==> config.mk <==
export PLATFORM = sky130hd
export DESIGN_NAME = sdrrip_front
export DESIGN_NICKNAME = d
export VERILOG_FILES = /design/src/design/sdrrip_pkg.sv /design/src/design/sdrrip_front.sv
export SDC_FILE = /design/constraint.sdc
export NUM_CORES = 1
export LEC_CHECK = 0
export BUFFER_PORTS_ARGS = -buffer_cell sky130_fd_sc_hd__buf_4
export CAP_MARGIN = 25
export CORE_ASPECT_RATIO = 0.9
export CORE_MARGIN = 1.5
export CORE_UTILIZATION = 37
export DETAILED_ROUTE_END_ITERATION = 7
export PLACE_DENSITY = 0.66
export SYNTH_ARGS = -nofsm -noshare
export SYNTH_HDL_FRONTEND = slang
export SYNTH_SLANG_ARGS = --single-unit
==> constraint.sdc <==
create_clock -name clk -period 5.4 [get_ports clk]
set_input_delay 0.27 -clock clk [delete_from_list [all_inputs] [get_ports clk]]
set_output_delay 0.27 -clock clk [all_outputs]
set_load 0.01 [all_outputs]
==> src/design/sdrrip_pkg.sv <==
// Package: shared types, constants and codes of the DRRIP/SHiP replacement unit.
`timescale 1ns / 1ps
package sdrrip_pkg;

    // Default geometry
    localparam int SETS_DEF     = 2048;
    localparam int WAYS_DEF     = 16;
    localparam int SIG_BITS_DEF = 6;
    localparam int LEADERS_DEF  = 64;

    // Widest internal fields over the whole parameter range
    localparam int MAX_SET_W = 16;
    localparam int MAX_WAY_W = 5;
    localparam int MAX_SIG_W = 12;

    // Depth of the queue between front and back
    localparam int QDEPTH = 2;

    // Configuration port
    localparam int CFG_IDX_W  = 2;
    localparam int CFG_DATA_W = 6;
    localparam logic [CFG_IDX_W-1:0] CFG_THRESHOLD = 2'd0;
    localparam logic [CFG_IDX_W-1:0] CFG_FAR_ODDS  = 2'd1;
    localparam logic [1:0] THRESHOLD_RST = 2'd3;
    localparam logic [5:0] FAR_ODDS_RST  = 6'd1;

    // Ages and counters
    localparam logic [1:0] AGE_NEAR   = 2'd0;
    localparam logic [1:0] AGE_LONG   = 2'd2;
    localparam logic [1:0] AGE_FAR    = 2'd3;
    localparam logic [1:0] CNT_MAX    = 2'd3;
    localparam logic [1:0] CNT_MIN    = 2'd0;
    localparam logic [1:0] OUTCOME_RST = 2'd1;
    localparam logic [1:0] HOT_LEVEL  = 2'd2;

    // Action codes
    localparam logic ACT_VICTIM = 1'b0;
    localparam logic ACT_UPDATE = 1'b1;

    // Classified request handed from front to back
    typedef struct packed {
        logic                 act;
        logic [MAX_SET_W-1:0] set;
        logic [MAX_WAY_W-1:0] way;
        logic [63:0]          addr;
        logic [MAX_SIG_W-1:0] sig;
        logic                 hit;
        logic [4:0]           draw;
    } item_t;

    // Back-end sequencer states
    typedef enum logic [2:0] {
        ST_CLEAR,
        ST_IDLE,
        ST_VICT,
        ST_UPD1,
        ST_UPD2
    } state_t;

endpackage

==> src/design/sdrrip_front.sv <==
// Front end: accepts request beats, classifies them and queues them for the back end.
`timescale 1ns / 1ps
module sdrrip_front #(
    parameter int SETS     = sdrrip_pkg::SETS_DEF,
    parameter int WAYS     = sdrrip_pkg::WAYS_DEF,
    parameter int SIG_BITS = sdrrip_pkg::SIG_BITS_DEF
) (
    input  logic                clk,
    input  logic                rst_n,
    input  logic                push,
    output logic                full,
    input  logic                action,
    input  logic [10:0]         set_index,
    input  logic [3:0]          way,
    input  logic [63:0]         addr,
    input  logic [63:0]         pc,
    input  logic                hit,
    input  logic [4:0]          random_draw,
    output sdrrip_pkg::item_t   item,
    output logic                item_valid,
    input  logic                item_take
);

    sdrrip_pkg::item_t cls;
    sdrrip_pkg::item_t q_reg [sdrrip_pkg::QDEPTH];
    logic       wp_reg, wp_next;
    logic       rp_reg, rp_next;
    logic [1:0] cnt_reg, cnt_next;
    logic       do_push;
    logic       do_pop;
    logic [31:0] set_r;
    logic [31:0] way_r;
    logic [sdrrip_pkg::MAX_SIG_W-1:0] sig_raw;
    logic [sdrrip_pkg::MAX_SIG_W-1:0] sig_mask;

    // Reduce set and way into range, fold the PC into a signature
    always_comb
    begin
        set_r = 32'(set_index);
        for (int k = 3; k >= 0; k--)
        begin
            if (set_r >= (32'(SETS) << k))
                set_r = set_r - (32'(SETS) << k);
        end
        way_r = 32'(way);
        for (int k = 2; k >= 0; k--)
        begin
            if (way_r >= (32'(WAYS) << k))
                way_r = way_r - (32'(WAYS) << k);
        end
        sig_mask = (sdrrip_pkg::MAX_SIG_W'(1) << SIG_BITS) - sdrrip_pkg::MAX_SIG_W'(1);
        sig_raw  = pc[sdrrip_pkg::MAX_SIG_W+1:2] ^ pc[sdrrip_pkg::MAX_SIG_W+7:8];
        cls.act  = action;
        cls.set  = set_r[sdrrip_pkg::MAX_SET_W-1:0];
        cls.way  = way_r[sdrrip_pkg::MAX_WAY_W-1:0];
        cls.addr = addr;
        cls.sig  = sig_raw & sig_mask;
        cls.hit  = hit;
        cls.draw = random_draw;
    end

    assign full       = (cnt_reg == 2'(sdrrip_pkg::QDEPTH));
    assign item_valid = (cnt_reg != 2'd0);
    assign item       = q_reg[rp_reg];
    assign do_push    = push && !full;
    assign do_pop     = item_take && item_valid;

    // Advance pointers and fill count
    always_comb
    begin
        wp_next  = do_push ? ~wp_reg : wp_reg;
        rp_next  = do_pop ? ~rp_reg : rp_reg;
        cnt_next = cnt_reg + 2'(do_push) - 2'(do_pop);
    end

    always_ff @(posedge clk or negedge rst_n)
    begin
        if (!rst_n)
        begin
            wp_reg  <= 1'b0;
            rp_reg  <= 1'b0;
            cnt_reg <= 2'd0;
        end
        else
        begin
            wp_reg  <= wp_next;
            rp_reg  <= rp_next;
            cnt_reg <= cnt_next;
        end
    end

    // Hold queued beats
    always_ff @(posedge clk)
    begin
        if (do_push)
            q_reg[wp_reg] <= cls;
    end

endmodule

==> impl_metrics.csv, run 1 <==
group,metric,value,unit
setup_path,cpPeakStageDelay,660,ps
die,fp.coreArea,19220,um2
clocking,hold_buffers,1,
setup_path,critPathArrivalTime,2070,ps
timing,worst_pin_slew,904.4,ps
setup_path,crit_path_max_fanout,50,
setup_path,worstPathRequired,5130,ps
timing,final_hold_viol_count,0,
setup_path,startpoint,"rp_reg",
routing,wl_per_cell,16.60,um
layout,stdcell_area,9588,um2
yosys,synth_most_common_cell,"edfxtp_1",
routing,drc,0,
yosys,yosysSeqAreaShare,77.38,%
setup_path,reg2reg_slack,3200,ps
layout,drive_above_1_share,59.82,%
clocking,insertion_delay,420,ps
pwr,p_switching,0.001421,W
pwr,p_leak,3.804,nW
routing,drtAntennaViolNets,0,
clocking,tritoncts,"yes",
clocking,cts_root_buf,"clkbuf_16",
routing,highest_layer,"met4",
timing,maxSlewHeadroom,39.71,%
setup_path,start_kind,"flip-flop",
placed_design,gp_congestion,0.7098,
yosys,ys_types,18,
min_path,hold_class,"in -> reg",
yosys,synth_area,7269,um2
routing,wl_met3,996,um
timing,finalMaxSlewViolations,0,
clocking,cts_max_level,4,
yosys,syn_inst,323,
yosys,ys_top_cells_by_count,"edfxtp_1 (184), mux2_4 (70), mux2_2 (22)",
timing,rsz0062_at_grt,"false",
setup_path,cp.depth,3,
yosys,synth_top_area_share,76.01,%
global_routing,grt_overflow,0,
timing,worst_clock_skew,8.044,ps
setup_path,cp_top_family,"buffers and inverters",
pwr,power.density,533.2,nW/um2
layout,final_util,49.89,%
routing,first_pass_iters,4,
die,die-width,150.8,um
global_routing,grt_pass1_vias,3766,
layout,largest_reg_flops,184,
placed_design,dpl.hpwl,8824,um
clocking,cts.clk_slew.worst_paths,70,ps
global_routing,grt_pass1_wl,19800,um
layout,regArea,5629,um2
routing,drtIter0Drc,143,
placed_design,io_buffers,195,
clocking,cts_buffers,17,
pwr,power.internal,0.003692,W
setup_path,path_cells,"buf_4 > mux2_2 > buf_4",
layout,area_growth,31.89,%
yosys,yosysTopAreaCell,"edfxtp_1",
setup_path,regToRegStartpoint,"cnt_reg[1]",
die,io-pin-count,260,
die,start_util,37.83,%
routing,wl_met2,6863,um
timing,min_period_over_period,43.28,%
clocking,post_cts_buffers,0,
yosys,synth_seq_cells,188,
flow_run,maxCapViolCount,0,
global_routing,grt_max_degree,67,
die,dieArea,20500,um2
clocking,post_cts_resized,0,
clocking,clock_sink_count,188,
pwr,combPwrFrac,34.7,%
yosys,async_reset_ff_share,2.128,%
pwr,power_frac_seq,40.7,%
routing,viasPerCell,4.423,
yosys,synth_flop_cell,"edfxtp_1",
timing,setup_violations,0,
layout,multi_input_area,1504,um2
pwr,switching_share,27.79,%
setup_path,cp_num_buf_inv,2,
layout,fill_cells,1639,
setup_path,cp-end-kind,"output pin",
placed_design,dpl-instance-area,8980,um2
setup_path,r2r_end,"q_reg[1][23]",
die,die_h,136.0,um
timing,fin_crit,2337,ps
timing,fin_tns_setup,0,ps
global_routing,grt_usage,12.94,%
timing,fmax,0.4279,GHz
setup_path,crit_slowest_cell,"buf_4",
global_routing,antenna_found_initial,0,
setup_path,crit_end,"item[5]",
yosys,ys.warnings.count,0,
pwr,power.total,0.005112,W
yosys,avgSynthCellArea,22.51,um2
run_status,outcome,"complete, no violations",
layout,fin_nets,688,
pwr,p_clk_share,24.6,%
pwr,ir_drop,0.4137,mV
setup_path,worstRegToRegCells,3,
routing,vias,3516,
setup_path,path_common_cell,"buf_4",
routing,drt-met1-wl,5194,um
die,rows,48,
routing,routed_wl,13190,um
yosys,synth-edff-count,184,
layout,antenna_cells,0,
setup_path,critPathKind,"reg -> out",
clocking,clk_path_buf_depth,2,
yosys,synth_area_leaders,"edfxtp_1 (76%), mux2_4 (14%), mux2_2 (3.4%)",
timing,hold_slack,32.98,ps
cells in the final DEF, fill, tap and decap left out, types with 3 or more instances in the layout:
| cell type | n |
|---|---|
| buf_4 | 198 |
| dfrtp_1 | 3 |
| mux2_2 | 22 |
| xor2_1 | 7 |
| clkinv_4 | 5 |
| xnor2_1 | 3 |
| mux2_4 | 70 |
| bufinv_16 | 3 |
| conb_1 | 12 |
| clkbuf_16 | 17 |
| edfxtp_1 | 184 |
kinds of logic (layout without fill, tap and decap cells):
logic type	count (synthesis)	in the layout	synth area share, %
fa+ha+maj	2	2	0.3442
buf+inv	24	235	2.668
mux	92	92	17.87
xor+xnor	10	10	1.205
simple gates	6	6	0.4820
other cells	1	12	0.05159
flops	188	188	77.38
power groups by stage:
stage / combinational, W / clock (W) / sequential (W)
floorplan: 0.00111 / 0 / 0.00212
global placement: 0.00178 / 0 / 0.00210
detailed placement: 0.00181 / 0 / 0.00212
CTS: 0.00182 / 0.00129 / 0.00209
global route: 0.00191 / 0.00135 / 0.00211
finish: 0.00177 / 0.00126 / 0.00208
metrics by stage:
step                      setup WS, ps  cells
after floorplan                  436.3    334
after global placement            3081    761
after detailed placement          3154    762
after CTS                         3008    795
after global routing              2942    795
final                             3063    795
cell type report:
class                           count  area share [%]
Multi-Input combinational cell    122           15.69
Clock inverter                     13           1.723
Clock buffer                       19           4.515
Tap cell                          250           3.262
Timing Repair Buffer              201           16.03
Inverter                            2         0.07830
Sequential cell                   188           58.71
metal layers:
metal	global-route usage [%]	vias up
met1	14.65	1728
met2	22.48	125
met3	4.933	12
met4	4.207	0
met5	0	-
li1	-	1651
how the worst min path moves through the flow:
stage / startpoint / cells past startpoint / endpoint
final: addr[22] / 1 / q_reg[0][34]
after global routing: random_draw[2] / 1 / q_reg[0][2]
after CTS: addr[22] / 1 / q_reg[0][34]
after detailed placement: rst_n / 1 / cnt_reg[1]
after global placement: rst_n / 1 / cnt_reg[0]
after floorplan: rst_n / 0 / cnt_reg[0]
Note: power is estimated with default switching activity, not from simulation.
==> run 2: changes to the inputs <==
--- a/config.mk
+++ b/config.mk
@@ -11,7 +11,7 @@
 export CORE_MARGIN = 1.5
 export CORE_UTILIZATION = 37
 export DETAILED_ROUTE_END_ITERATION = 7
-export PLACE_DENSITY = 0.66
+export PLACE_DENSITY = 0.69
 export SYNTH_ARGS = -nofsm -noshare
 export SYNTH_HDL_FRONTEND = slang
 export SYNTH_SLANG_ARGS = --single-unit
==> constraint.sdc (replaced) <==
create_clock -name clk -period 2 [get_ports clk]
set_input_delay 0.1 -clock clk [delete_from_list [all_inputs] [get_ports clk]]
set_output_delay 0.1 -clock clk [all_outputs]
set_load 0.01 [all_outputs]
==> run 2 against run 1 <==
Count of clock-buffer cells in the layout unchanged. Register-to-register slack got worse by 3000 ps. Sequential share of layout area decreased by 5.9 points. Largest cell class unchanged. Global-route usage is 1.4 points higher. Via count increased by 12%. Sequential power increased to 2.7 times the previous value. First-iteration DRC count decreased by 2.8%. Power grew to 2.7 times the previous value.
==> impl_metrics.csv, run 2 (synthesis results as in run 1) <==
group,metric,value,unit
timing,rsz0062_at_grt,"false",
clocking,clock_sink_count,188,
pwr,power.density,1313,nW/um2
pwr,power.internal,0.01010,W
layout,final_common_cell,"buf_4",
pwr,ir_drop,0.9498,mV
clocking,cts_buffers,17,
global_routing,grt_pass1_wl,21690,um
timing,min_period_over_period,93.29,%
layout,antenna_cells,0,
routing,first_pass_iters,6,
routing,viasPerCell,4.364,
layout,fill_cells,1521,
die,fp.coreArea,19220,um2
clocking,cts_root_buf,"clkbuf_16",
min_path,hold_class,"in -> reg",
setup_path,crit_path_max_fanout,25,
setup_path,worstPathRequired,1900,ps
routing,routed_wl,14390,um
global_routing,grt_pass1_vias,4354,
pwr,power.total,0.01399,W
pwr,combPwrFrac,36.5,%
setup_path,cp-end-kind,"output pin",
layout,final_cell_mix,"buf_4 (197), edfxtp_1 (184), dlygate4sd3_1 (101)",
placed_design,dp.cells,766,
routing,drc,0,
timing,fin_tns_setup,0,ps
die,io-pin-count,260,
die,start_util,37.83,%
setup_path,crit_slowest_cell,"dfrtp_4",
die,rows,48,
global_routing,grt_overflow,0,
routing,vias,3928,
layout,fin_nets,793,
layout,final_cells,900,
layout,largest_reg_flops,184,
placed_design,dpl-instance-area,9075,um2
clocking,insertion_delay,420,ps
routing,wl_per_cell,15.99,um
timing,finalMaxSlewViolations,0,
die,die_h,136.0,um
global_routing,grt_usage,14.30,%
die,dieArea,20500,um2
timing,setup_violations,0,
routing,drtIter0Drc,139,
timing,fin_crit,1866,ps
die,die-width,150.8,um
flow_run,maxCapViolCount,0,
setup_path,cp_top_family,"flip-flops",
setup_path,cpPeakStageDelay,590,ps
routing,drtAntennaViolNets,0,
timing,worst_clock_skew,7.702,ps
global_routing,antenna_found_initial,0,
setup_path,cp_num_buf_inv,2,
pwr,switching_share,27.83,%
clocking,cts_max_level,4,
layout,drive_above_1_share,50.77,%
pwr,power_frac_seq,40.6,%
layout,stdcell_area,10660,um2
setup_path,start_kind,"flip-flop",
timing,fmax,0.5360,GHz
placed_design,gp_congestion,0.6809,
placed_design,dpl.hpwl,9119,um
placed_design,io_buffers,195,
pwr,p_switching,0.003894,W
clocking,tritoncts,"yes",
pwr,p_leak,4.248,nW
pwr,p_clk_share,22.8,%
setup_path,critPathArrivalTime,1770,ps
setup_path,critPathKind,"reg -> out",
timing,final_hold_viol_count,0,
setup_path,path_cells,"buf_12 > mux2_4 > buf_4",
run_status,outcome,"complete, no violations",
global_routing,grt_max_degree,48,
layout,area_growth,46.57,%
clocking,cts.clk_slew.worst_paths,70,ps
clocking,clk_path_buf_depth,2,
run 2: cell types whose count changed in the layout (fill, tap and decap cells not counted), moves of 2 or more:
cell | previous run | this run
clkinv_4 | 5 | 2
buf_12 | 2 | 7
dlygate4sd3_1 | 1 | 101
clkinv_2 | 2 | 4
clkinv_1 | 1 | 3
run 2: worst min-delay path: stages:
cell	delay (ps)
buf_4	120
nand2_2	110
xnor2_1	70
run 2: power groups by stage:
stage	registers [W]	clock network (W)	logic (W)
2_1_floorplan	0.00566	0	0.00300
3_3_place_gp	0.00576	0	0.00488
3_5_place_dp	0.00582	0	0.00496
4_1_cts	0.00569	0.00328	0.00523
5_1_grt	0.00576	0.00344	0.00547
6_report	0.00569	0.00319	0.00511
run 2: what timing repair did:
| action | CTS | global route |
|---|---|---|
| setup endpoints to repair | 29 | 0 |
| buffers inserted | 1 | 0 |
| endpoints found under the hold margin | 189 | 0 |
| hold buffers | 101 | 0 |
| resized for setup | 0 | 0 |
run 2: routing by layer:
metal  part of all wire (%)  global-route usage (%)  wire (um)
met1                     38                   14.79       5514
met3                    5.9                   4.765        847
met5                      0                       0          0
met4                    1.4                   5.286        199
met2                     54                   26.64       7831
run 2: area by class of cell:
cell class / count / area [um2] / share of cell area [%]
repair buffers: 306 / 2641 / 24.79
clock buffers: 19 / 432.9 / 4.063
flip-flops and latches: 188 / 5629 / 52.83
well taps: 250 / 312.8 / 2.936
multi-input cells: 122 / 1506 / 14.14
inverters: 2 / 7.507 / 0.07046
clock inverters: 13 / 125.1 / 1.174
run 2: path summary, 6_finish.rpt:
| check | start | slack (ps) | depth (start not counted) | end |
|---|---|---|---|---|
| worst min register to register | cnt_reg[0] | 510 | 1 | cnt_reg[0] |
| min in group asynchronous | rst_n | 580 | 3 | wp_reg |
| worst min-delay path | push | 20 | 3 | wp_reg |
| worst max register to register | cnt_reg[1] | 170 | 7 | cnt_reg[1] |
| max in group asynchronous | rst_n | 1230 | 3 | rp_reg |
| worst max-delay path | rp_reg | 130 | 3 | item[25] |
run 2: metrics by stage:
step	util (%)	setup WS [ps]	hold slack, ps
floorplan	-	-382.3	-195.6
global placement	47.22	275.9	-102.3
detailed placement	47.22	209.7	-99.20
CTS	55.44	78.25	8.929
global route	55.44	42.48	23.93
finish	55.44	134.2	24.94
